==> src/rtl/ltc_fifo.sv <==
// ltc_fifo: small register-based first-in first-out queue with an occupancy count.
// Depends on nothing; depth and width come from the instantiating module.
module ltc_fifo #(
  parameter int W = 8,
  parameter int D = 4
) (
  input  logic                   clk,
  input  logic                   rst_n,
  input  logic                   push,
  input  logic [W-1:0]           wdata,
  input  logic                   pop,
  output logic [W-1:0]           rdata,
  output logic                   empty,
  output logic [$clog2(D+1)-1:0] count
);

  localparam int PTW = (D > 1) ? $clog2(D) : 1;
  localparam int CNW = $clog2(D + 1);

  logic [W-1:0]   store_r [D];
  logic [PTW-1:0] wr_ptr_r, wr_ptr_nxt;
  logic [PTW-1:0] rd_ptr_r, rd_ptr_nxt;
  logic [CNW-1:0] count_r, count_nxt;

  always_comb begin
    wr_ptr_nxt = wr_ptr_r;
    rd_ptr_nxt = rd_ptr_r;
    count_nxt  = count_r;
    if (push) begin
      wr_ptr_nxt = (wr_ptr_r == PTW'(D - 1)) ? '0 : wr_ptr_r + PTW'(1);
    end
    if (pop) begin
      rd_ptr_nxt = (rd_ptr_r == PTW'(D - 1)) ? '0 : rd_ptr_r + PTW'(1);
    end
    if (push && !pop) begin
      count_nxt = count_r + CNW'(1);
    end else if (pop && !push) begin
      count_nxt = count_r - CNW'(1);
    end
  end

  always_ff @(posedge clk) begin
    if (!rst_n) begin
      wr_ptr_r <= '0;
      rd_ptr_r <= '0;
      count_r  <= '0;
    end else begin
      wr_ptr_r <= wr_ptr_nxt;
      rd_ptr_r <= rd_ptr_nxt;
      count_r  <= count_nxt;
    end
  end

  always_ff @(posedge clk) begin
    if (push) begin
      store_r[wr_ptr_r] <= wdata;
    end
  end

  assign rdata = store_r[rd_ptr_r];
  assign empty = (count_r == '0);
  assign count = count_r;

endmodule

==> config.mk <==
export PLATFORM = sky130hd
export DESIGN_NAME = ltc_fifo
export DESIGN_NICKNAME = d
export VERILOG_FILES = /design/src/rtl/ltc_fifo.sv
export SDC_FILE = /design/constraint.sdc
export NUM_CORES = 1
export LEC_CHECK = 0
export BUFFER_PORTS_ARGS = -buffer_cell sky130_fd_sc_hd__buf_2
export CAP_MARGIN = 30
export CORE_UTILIZATION = 62
export CTS_BUF_LIST = sky130_fd_sc_hd__clkbuf_4
export DETAILED_ROUTE_END_ITERATION = 10
export PLACE_DENSITY = 0.86
export SLEW_MARGIN = 10
export SYNTH_ARGS = -nofsm -noshare
export SYNTH_HDL_FRONTEND = slang
export SYNTH_SLANG_ARGS = --single-unit
==> constraint.sdc <==
create_clock -name clk -period 4.2 [get_ports clk]
set_clock_uncertainty 0.05 [all_clocks]
set_input_delay 0 -clock clk [delete_from_list [all_inputs] [get_ports clk]]
set_output_delay 0 -clock clk [all_outputs]
set_load 0.1 [all_outputs]
==> impl_metrics.toml <==
[global_routing]
grt_overflow = 0
grt_usage_pct = 22.6
grt_max_degree = 12
grt_antenna_before_repair = 0
grt_pass1_wl_um = 4020
first_global_vias = 861

[place]
pre_cts_ws_ns = 2.57
placed_area_um2 = 1740
gp_congestion = 0.646
dp_hpwl_um = 1770
portBuffers = 23

[worst_setup_path]
cp_max_fo = 8
r2r_slack_ns = 2.68
r2r_start = "count[0]"
timing.rr.end = "count[2]"
worstSetupStartpointType = "flop"
reg2regPathDepth = 4
end_kind = "primary output"
crit_type = "flop to primary output"
cp.required_ns = 4.15
arrival_ns = 1.89
endpoint = "rdata[4]"

[synth]
ys_warn_count = 0
synth-seq-cells = 41
synth_area_per_cell_um2 = 18.9
synthesis.nets = 104
syn_area_um2 = 1610
synth_area_leaders = "edfxtp_1, dfxtp_1, mux4_2, ha_1, mux2i_1"
yosysTopAreaCell = "edfxtp_1"
synth.distinct_cells = 19
synth_top_area_share_pct = 59.8
synth_seq_area_share_pct = 71.0
synthCells = 85

[detailed_routing]
wl_um = 2630
first_pass_iters = 4
final_antenna_net_count = 0
drt-wirelength-per-cell_um = 16.9
drtIter0Drc = 19
route.detailed.drc = 0
viasPerCell = 5.41
vias = 839

[layout]
final_nets = 143
layout_common_cells = "edfxtp_1, buf_2, dlygate4sd3_1"
final_cell_area_um2 = 1910
syn2layout_area_growth_pct = 19.1
final_common_cell = "edfxtp_1"
drive_above_1_share_pct = 31.2
antenna_cells = 0

[sta]
whs_ns = 0.371
setup_viol = 0
slew_viol_final = 0
grt_setup_unrepaired = "no"
worst_pin_slew_ns = 0.547
worst_slack_ns = 2.26
finalCriticalPeriod_ns = 1.94
setup_tns_ns = 0
period_share_pct = 46.2
slew_headroom_pct = 63.5
max_freq_ghz = 0.515
hold_viol = 0

[cts]
clk_latency_ns = 0.33
clk_pin_slew_ns = 0.11
htree_levels = 2
clock-sinks = 41
numCtsBuffers = 5
cts_root_buf = "clkbuf_4"
post_cts_resized = 0
cts_tree = "built"
clockBufferDepth = 2

[floorplanning]
io_pins = 24
core_um2 = 2450
std_cell_rows = 18
die_h_um = 52.9
die_x_um = 52.9
dieArea_um2 = 2800
start_util_pct = 65.5

[pwr]
vdd_drop_max_mv = 0.361
power.share.switching_pct = 33.6
p_switching_uw = 305
intPower_uw = 603
p_seq_share_pct = 52.8
power_density_nw_per_um2 = 474
power_frac_comb_pct = 25.5
cellLeakagePower_nw = 0.723
power.share.clock_pct = 21.7

[job]
maxCapViolations = 0

[run_status]
status = "completed"

[min_path]
min_path_type = "primary input to flop"
==> layer usage <==
metal	vias up	share of wire [%]	global-route usage, %	wire (µm)
li1	405	-	-	-
met1	410	40	27.2	1050
met2	20	55	36.1	1450
met3	4	3.7	8.62	97
met4	0	1.0	10.1	27
met5	-	0	0	0
==> how the worst min path moves through the flow <==
stage / cells after the start / slack (ns) / endpoint / startpoint
CTS: 2 / 0.36 / store_r[0][0] / wdata[0]
floorplan: 0 / 0.05 / store_r[0][0] / wdata[0]
global route: 2 / 0.35 / store_r[0][0] / wdata[0]
detailed placement: 1 / 0.17 / store_r[0][0] / wdata[0]
global placement: 1 / 0.16 / store_r[1][4] / wdata[4]
finish: 2 / 0.37 / store_r[2][0] / wdata[0]
==> worst max-delay path, stage by stage, from the launching register on <==
cell,delay [ns]
dfxtp_1,0.68
mux4_2,0.57
buf_2,0.31
==> registers in the layout, summed over array words and instances, names as in the netlist, named ones only <==
signal / flops
rd_ptr_r: 2
wr_ptr_r: 2
store_r: 32
count: 3
==> power by group through the flow <==
| stage | Clock, mW | Sequential (mW) | Combinational, mW |
|---|---|---|---|
| 3_5_place_dp | 0 | 0.489 | 0.224 |
| 2_1_floorplan | 0 | 0.517 | 0.157 |
| 4_1_cts | 0.203 | 0.480 | 0.233 |
| 3_3_place_gp | 0 | 0.486 | 0.218 |
| 6_report | 0.197 | 0.479 | 0.232 |
| 5_1_grt | 0.217 | 0.482 | 0.242 |
==> cell families (layout without fill, tap and decap cells) <==
| logic type | after synthesis | after routing | synth area share [%] |
|---|---|---|---|
| compound gates | 3 | 3 | 1.25 |
| xor+xnor | 2 | 2 | 1.09 |
| fa+ha+maj | 7 | 7 | 5.91 |
| buf+inv | 6 | 46 | 1.94 |
| flops | 41 | 41 | 71.0 |
| mux | 12 | 12 | 13.7 |
| simple gates | 14 | 14 | 5.14 |
==> timing repair <==
action,CTS,global route
buffers inserted,0,0
endpoints found under the hold margin,41,0
hold buffers,11,0
==> per-stage QoR <==
stage                     util (%)  power [mW]  std cells
final                         78.0       0.908        155
after global routing          78.0       0.942        155
after CTS                     78.0       0.915        155
after detailed placement      71.0       0.713        136
after global placement        71.0       0.704        136
after floorplan                  -       0.674         85
==> cell type report <==
cell class | instances | area (µm²)
inverter | 4 | 15.0
clock buffer | 8 | 60.1
fill | 135 | 541
tap | 30 | 37.5
timing repair buffer | 34 | 225
sequential | 41 | 1140
multi-input combinational | 38 | 435
==> cells in the mapped netlist <==
cell,instances
or3_1,1
and2_1,5
o21a_1,1
buf_6,1
xnor2_1,1
xor2_1,1
dfxtp_1,9
ha_1,6
a21boi_1,1
nor3_1,2
inv_1,4
nor2b_1,5
mux2i_1,4
nor2_1,1
fa_1,1
clkbuf_2,1
mux4_2,8
edfxtp_1,32
o21ai_0,1
No activity file was read; power rests on OpenSTA's default activity.
