**src/rtl/ltc_pkg.sv**
```systemverilog
// ltc_pkg: shared types, codes and default sizes for the lagged transition counter.
// Used by every module under rtl/ except ltc_fifo; depends on nothing.
package ltc_pkg;

  // Defaults for the top-level parameters
  localparam int N_STATES_DEF   = 64;
  localparam int MAX_LAG_DEF    = 64;
  localparam int COUNT_BITS_DEF = 32;

  // Fixed field widths of the ports
  localparam int LAG_W   = 7;
  localparam int ID_W    = 8;
  localparam int RD_ID_W = 6;
  localparam int OUT_W   = 32;
  // Width wide enough to compare any id against a state count of up to 256
  localparam int IDC_W   = 9;

  // Depths of the command queue and the result queue
  localparam int QUEUE_DEPTH = 4;
  localparam int OUT_DEPTH   = 4;

  // What the back end does with one queued command
  typedef enum logic [1:0] {
    OP_NONE  = 2'd0,
    OP_READ  = 2'd1,
    OP_COUNT = 2'd2
  } op_t;

  typedef struct packed {
    op_t  op;
    logic bad;
  } cmd_t;

  typedef struct packed {
    logic [OUT_W-1:0] count_value;
    logic             pair_counted;
    logic             id_out_of_range;
  } result_t;

endpackage

```
**src/rtl/ltc_front.sv**
```systemverilog
// ltc_front: accepts items, keeps the lag register, the sample history and the segment
// position, and classifies each item into a command for the back end. Uses ltc_pkg.
module ltc_front #(
  parameter int N_STATES = ltc_pkg::N_STATES_DEF,
  parameter int MAX_LAG  = ltc_pkg::MAX_LAG_DEF
) (
  input  logic                                         clk,
  input  logic                                         rst_n,
  input  logic                                         push,
  output logic                                         full,
  input  logic                                         in_func,
  input  logic [ltc_pkg::ID_W-1:0]                     in_state_id,
  input  logic                                         in_segment_start,
  input  logic [ltc_pkg::RD_ID_W-1:0]                  in_read_from,
  input  logic [ltc_pkg::RD_ID_W-1:0]                  in_read_to,
  input  logic                                         cfg_valid,
  input  logic [ltc_pkg::LAG_W-1:0]                    cfg_lag_steps,
  input  logic                                         clr_busy,
  input  logic [$clog2(ltc_pkg::QUEUE_DEPTH+1)-1:0]    q_count,
  output logic                                         q_push,
  output ltc_pkg::cmd_t                                q_cmd,
  output logic [$clog2(N_STATES*N_STATES)-1:0]         q_idx
);

  localparam int SW  = $clog2(N_STATES);
  localparam int AW  = $clog2(N_STATES * N_STATES);
  localparam int HW  = (MAX_LAG > 1) ? $clog2(MAX_LAG) : 1;
  localparam int PW  = $clog2(MAX_LAG + 1);
  localparam int CW  = ((PW > ltc_pkg::LAG_W) ? PW : ltc_pkg::LAG_W) + 1;
  localparam int QCW = $clog2(ltc_pkg::QUEUE_DEPTH + 1);
  localparam int QSW = QCW + 1;
  localparam int IW  = ltc_pkg::IDC_W;

  logic [ltc_pkg::LAG_W-1:0] lag_r;
  logic [HW-1:0]             wp_r, wp_nxt;
  logic [PW-1:0]             pos_r, pos_nxt;
  logic [ltc_pkg::ID_W-1:0]  hist_r [MAX_LAG];
  logic [ltc_pkg::ID_W-1:0]  hist_rd_r;

  logic          s1_valid_r;
  logic          s1_read_r;
  logic          s1_bad_r;
  logic          s1_elig_r;
  logic [SW-1:0] s1_cur_r;
  logic [SW-1:0] s1_from_r;
  logic [SW-1:0] s1_to_r;

  logic          accept;
  logic [CW-1:0] lag_ext;
  logic [CW-1:0] eff_lag;
  logic [CW-1:0] slot_sum;
  logic [HW-1:0] slot;
  logic [PW-1:0] pos_eff;
  logic          elig;
  logic          cur_bad;
  logic          rd_bad;
  logic          prev_ok;
  logic [SW-1:0] row;
  logic [SW-1:0] col;

  // Hold new items back while the store is cleared or the queue has no guaranteed slot
  assign full   = clr_busy
                  || ((QSW'(q_count) + QSW'(s1_valid_r)) >= QSW'(ltc_pkg::QUEUE_DEPTH));
  assign accept = push && !full;

  always_comb begin
    lag_ext = CW'(lag_r);
    if (lag_ext == '0) begin
      eff_lag = CW'(1);
    end else if (lag_ext > CW'(MAX_LAG)) begin
      eff_lag = CW'(MAX_LAG);
    end else begin
      eff_lag = lag_ext;
    end
    slot_sum = CW'(wp_r) + CW'(MAX_LAG) - eff_lag;
    slot     = (slot_sum >= CW'(MAX_LAG)) ? HW'(slot_sum - CW'(MAX_LAG)) : HW'(slot_sum);
    // A segment start restarts the position before the pair test
    pos_eff  = in_segment_start ? '0 : pos_r;
    elig     = CW'(pos_eff) >= eff_lag;
    cur_bad  = IW'(in_state_id) >= IW'(N_STATES);
    rd_bad   = (IW'(in_read_from) >= IW'(N_STATES)) || (IW'(in_read_to) >= IW'(N_STATES));
    wp_nxt   = (wp_r == HW'(MAX_LAG - 1)) ? '0 : wp_r + HW'(1);
    pos_nxt  = (pos_eff == PW'(MAX_LAG)) ? pos_eff : pos_eff + PW'(1);
  end

  always_ff @(posedge clk) begin
    if (!rst_n) begin
      lag_r      <= ltc_pkg::LAG_W'(1);
      wp_r       <= '0;
      pos_r      <= '0;
      s1_valid_r <= 1'b0;
    end else begin
      s1_valid_r <= accept;
      if (cfg_valid) begin
        lag_r <= cfg_lag_steps;
      end
      if (accept && !in_func) begin
        wp_r  <= wp_nxt;
        pos_r <= pos_nxt;
      end
    end
  end

  always_ff @(posedge clk) begin
    if (accept) begin
      s1_read_r <= in_func;
      s1_bad_r  <= in_func ? rd_bad : cur_bad;
      s1_elig_r <= elig;
      s1_cur_r  <= SW'(IW'(in_state_id));
      s1_from_r <= SW'(IW'(in_read_from));
      s1_to_r   <= SW'(IW'(in_read_to));
      hist_rd_r <= hist_r[slot];
      if (!in_func) begin
        hist_r[wp_r] <= in_state_id;
      end
    end
  end

  // Second front stage: pair the earlier sample with the current one and form the address
  always_comb begin
    prev_ok = IW'(hist_rd_r) < IW'(N_STATES);
    row     = s1_read_r ? s1_from_r : SW'(hist_rd_r);
    col     = s1_read_r ? s1_to_r : s1_cur_r;
    q_idx   = AW'(AW'(row) * AW'(N_STATES) + AW'(col));
    q_cmd.bad = s1_bad_r;
    if (s1_bad_r) begin
      q_cmd.op = ltc_pkg::OP_NONE;
    end else if (s1_read_r) begin
      q_cmd.op = ltc_pkg::OP_READ;
    end else if (s1_elig_r && prev_ok) begin
      q_cmd.op = ltc_pkg::OP_COUNT;
    end else begin
      q_cmd.op = ltc_pkg::OP_NONE;
    end
  end

  assign q_push = s1_valid_r;

endmodule

```
**config.mk**
```make
export PLATFORM = sky130hd
export DESIGN_NAME = ltc_front
export DESIGN_NICKNAME = d
export VERILOG_FILES = /design/src/rtl/ltc_pkg.sv /design/src/rtl/ltc_front.sv
export SDC_FILE = /design/constraint.sdc
export NUM_CORES = 1
export LEC_CHECK = 0
export BUFFER_PORTS_ARGS = -buffer_cell sky130_fd_sc_hd__buf_2
export CAP_MARGIN = 10
export CORE_MARGIN = 2
export CORE_UTILIZATION = 50
export DETAILED_ROUTE_END_ITERATION = 16
export PLACE_DENSITY_LB_ADDON = 0.15
export SYNTH_ARGS = -nofsm -noshare
export SYNTH_HDL_FRONTEND = slang
export SYNTH_SLANG_ARGS = --single-unit
```
**constraint.sdc**
```tcl
create_clock -name clk -period 3.1 [get_ports clk]
set_clock_uncertainty 0.15 [all_clocks]
set_input_delay 0.155 -clock clk [delete_from_list [all_inputs] [get_ports clk]]
set_output_delay 0.155 -clock clk [all_outputs]
set_load 0.02 [all_outputs]
```
==> flow_summary.yaml <==
setup_path:
  end_kind: "flop"
  crit_fanout: 8
  required_ps: 3310
  critPathLaunchType: "flop"
  worstSetupPathType: "flop to flop"
  worstPathArrival_ps: 3740
cells_and_area:
  area_growth_pct: 20.6
  finish.instance_area_mm2: 0.0272
  fillerInstances: 3158
  layout_commonest_cell: "edfxtp_1"
  most-common-layout-cells: "541 x edfxtp_1, 138 x buf_4, 128 x mux4_2"
  nNetsFinal: 1427
  drive_gt1_share_pct: 35.5
floorplanning:
  start_util_pct: 50.8
  die_area_mm2: 0.0468
  rows: 77
  boundaryPins: 54
  die_y_um: 216
  die_x_um: 216
  core_mm2: 0.0444
cts:
  cts-root-buf: "clkbuf_16"
  path_clk_slew_ps: 60
  h-tree-depth: 2
  cts_tree: "done"
  cts.path.max_buffers: 3
  cts_buffers: 56
  clkLatencyLatePin_ps: 610
  cts.sinks: 562
route:
  ant_nets: 0
  routed_via_density: 5.71
  post-route-drc-count: 0
  detail_route.iter0.violations: 1023
  first_pass_iters: 5
  drt-total-wl_mm: 52.3
  vias: 11477
  routedWlPerCell_um: 26.0
grt:
  grt_max_degree: 66
  grt_pass1_vias: 11817
  grt-ovfl-total: 0
  grt_pass1_wl_mm: 76.3
  grt_util_all_layers_pct: 22.6
  grt_antenna_before_repair: 0
sta:
  maxSlewHeadroom_pct: 41.9
  hold_viol_final: 0
  post-route-period-util_pct: 114
  setup_viol: 8
  fmax_mhz: 283
  fin_ws_ps: -432
  rsz0062_at_grt: "yes"
  holdWs_ps: 21.6
  worstMarginPinSlew_ps: 871
  finalMaxSlewViolations: 0
  min_period_ps: 3530
synthesis:
  yosysWarningCount: 0
  synthDistinctLibCells: 45
  synth_edf_count: 541
  yosys.area.top_type_share_pct: 72.0
  ys.flop_type: "edfxtp_1"
  netlist_area_mm2: 0.0226
  ys_seq_area_share_pct: 73.9
  synth_cells: 1098
  synth_fp_nets: 1151
  async_flop_share_pct: 0
  synth_area_leaders: "edfxtp_1 72%, mux4_2 13%, mux2i_1 3.9%"
  synth-seq-cells: 562
  synth_area_leader_cell: "edfxtp_1"
  syn-mean-instance-area_um2: 20.5
placed_design:
  numPortBuffers: 53
  dp_hpwl_mm: 32.3
  placed_area_mm2: 0.0247
  post-place-ws_ps: -752
  routabilityCongestion: 0.810
outcome:
  run_status: "complete, but fails checks"
  failed_checks: "negative setup slack"
min_path:
  hp-class: "input port to flop"
pwr:
  powerDensity_mw_per_mm2: 627
  p_leak_nw: 9.15
  peakVddDrop_v: 0.000483
run:
  cap_violations: 0
==> metal layers <==
metal	part of all wire (%)	up-vias	GRT usage (%)
met5	0	-	0
met4	2.8	0	7.28
met3	5.9	77	3.86
met2	50	367	37.3
met1	42	5986	31.2
li1	-	5047	-
==> cell usage after synthesis, types with 2 or more instances <==
cell and instances:
or3_1 3, nor4_1 2, nor2b_1 8, ha_1 15
a41oi_1 2, clkbuf_8 2, mux2_2 52, nand2_1 22
buf_2 11, xor2_1 3, nor2_1 87, o21a_1 2
nand2b_1 3, nand3b_1 3, a21oi_1 10, inv_1 12
and2_1 2, o21ai_0 7, edfxtp_1 541, a21o_1 4
buf_4 7, a311oi_1 2, dfxtp_1 21, a211oi_1 2
buf_8 6, nor3_1 4, clkbuf_1 18, buf_6 2
mux4_2 128, mux2i_1 87, a31oi_1 4, nand3_1 12
nand4_1 2
==> logic make-up after synthesis <==
logic type / count (synthesis) / share of synthesized area, %
XOR/XNOR: 6 / 0.349
AO/OA/AOI/OAI: 37 / 1.09
multiplexers: 267 / 19.2
AND/OR/NAND/NOR: 150 / 2.88
adder cells (fa/ha/maj): 16 / 0.921
flip-flops: 562 / 73.9
buffers and inverters: 60 / 1.65
==> critical path, stage by stage, from the launching register on <==
cell	delay (ps)
dfxtp_2	320
nor3_2	190
a21oi_2	80
nor2_2	150
ha_4	160
fa_4	650
buf_12	190
buf_12	130
buf_16	150
mux4_2	320
mux2i_1	150
buf_4	150
mux2_4	150
mux2i_1	60
mux2_2	260
==> path summary, 6_finish.rpt <==
path	from	endpoint	slack [ps]	cells past startpoint
worst max-delay path	lag_r[3]$_SDFFE_PN0P_	hist_rd_r[7]$_DFFE_PP_	-430	14
worst min-delay path	in_state_id[1]	hist_r[22][1]$_DFFE_PP_	20	1
worst max register to register	lag_r[3]$_SDFFE_PN0P_	hist_rd_r[7]$_DFFE_PP_	-430	14
worst min register to register	pos_r[2]$_SDFFE_PN0P_	pos_r[2]$_SDFFE_PN0P_	360	2
==> sequential cells by signal, summed over array words and instances (netlist names) <==
signal,count
s1_elig_r,1
s1_from_r,6
q_push,1
hist_rd_r,8
s1_bad_r,1
pos_r,7
s1_to_r,6
hist_r,512
lag_r,7
s1_read_r,1
wp_r,6
s1_cur_r,6
==> per-stage QoR <==
step	power (W)	instances	TNS (ps)	util (%)
2_1_floorplan	0.00985	1098	0	-
3_3_place_gp	0.0107	1848	-4750	55.5
3_5_place_dp	0.0107	1848	-4920	55.5
4_1_cts	0.0171	2006	-3500	61.0
5_1_grt	0.0176	2010	-3660	61.3
6_report	0.0171	2011	-3260	61.3
==> final cells by class <==
type,count,area (um2),share of cell area (%)
flip-flops and latches,562,16700,61.3
clock inverters,24,143,0.524
clock buffers,78,1510,5.56
well taps,592,741,2.72
inverters,12,45.0,0.166
repair buffers,266,2380,8.75
multi-input cells,476,5720,21.0
diodes,1,2.50,0.00920
==> power breakdown <==
part	internal, W	leakage, nW	total [W]	switching, W
Clock	0.00347	0.809	0.00619	0.00272
Combinational	0.00131	3.30	0.00248	0.00117
Sequential	0.00836	5.04	0.00838	0.0000199
==> timing repair <==
action,4_1_cts,5_1_grt
setup endpoints to repair,8,9
buffers inserted,9,2
hold buffers,44,0
gates resized for setup,41,15
pin swaps,5,2
endpoints found under the hold margin,149,0
gates cloned,3,2
Note: power is estimated with default switching activity, not from simulation.
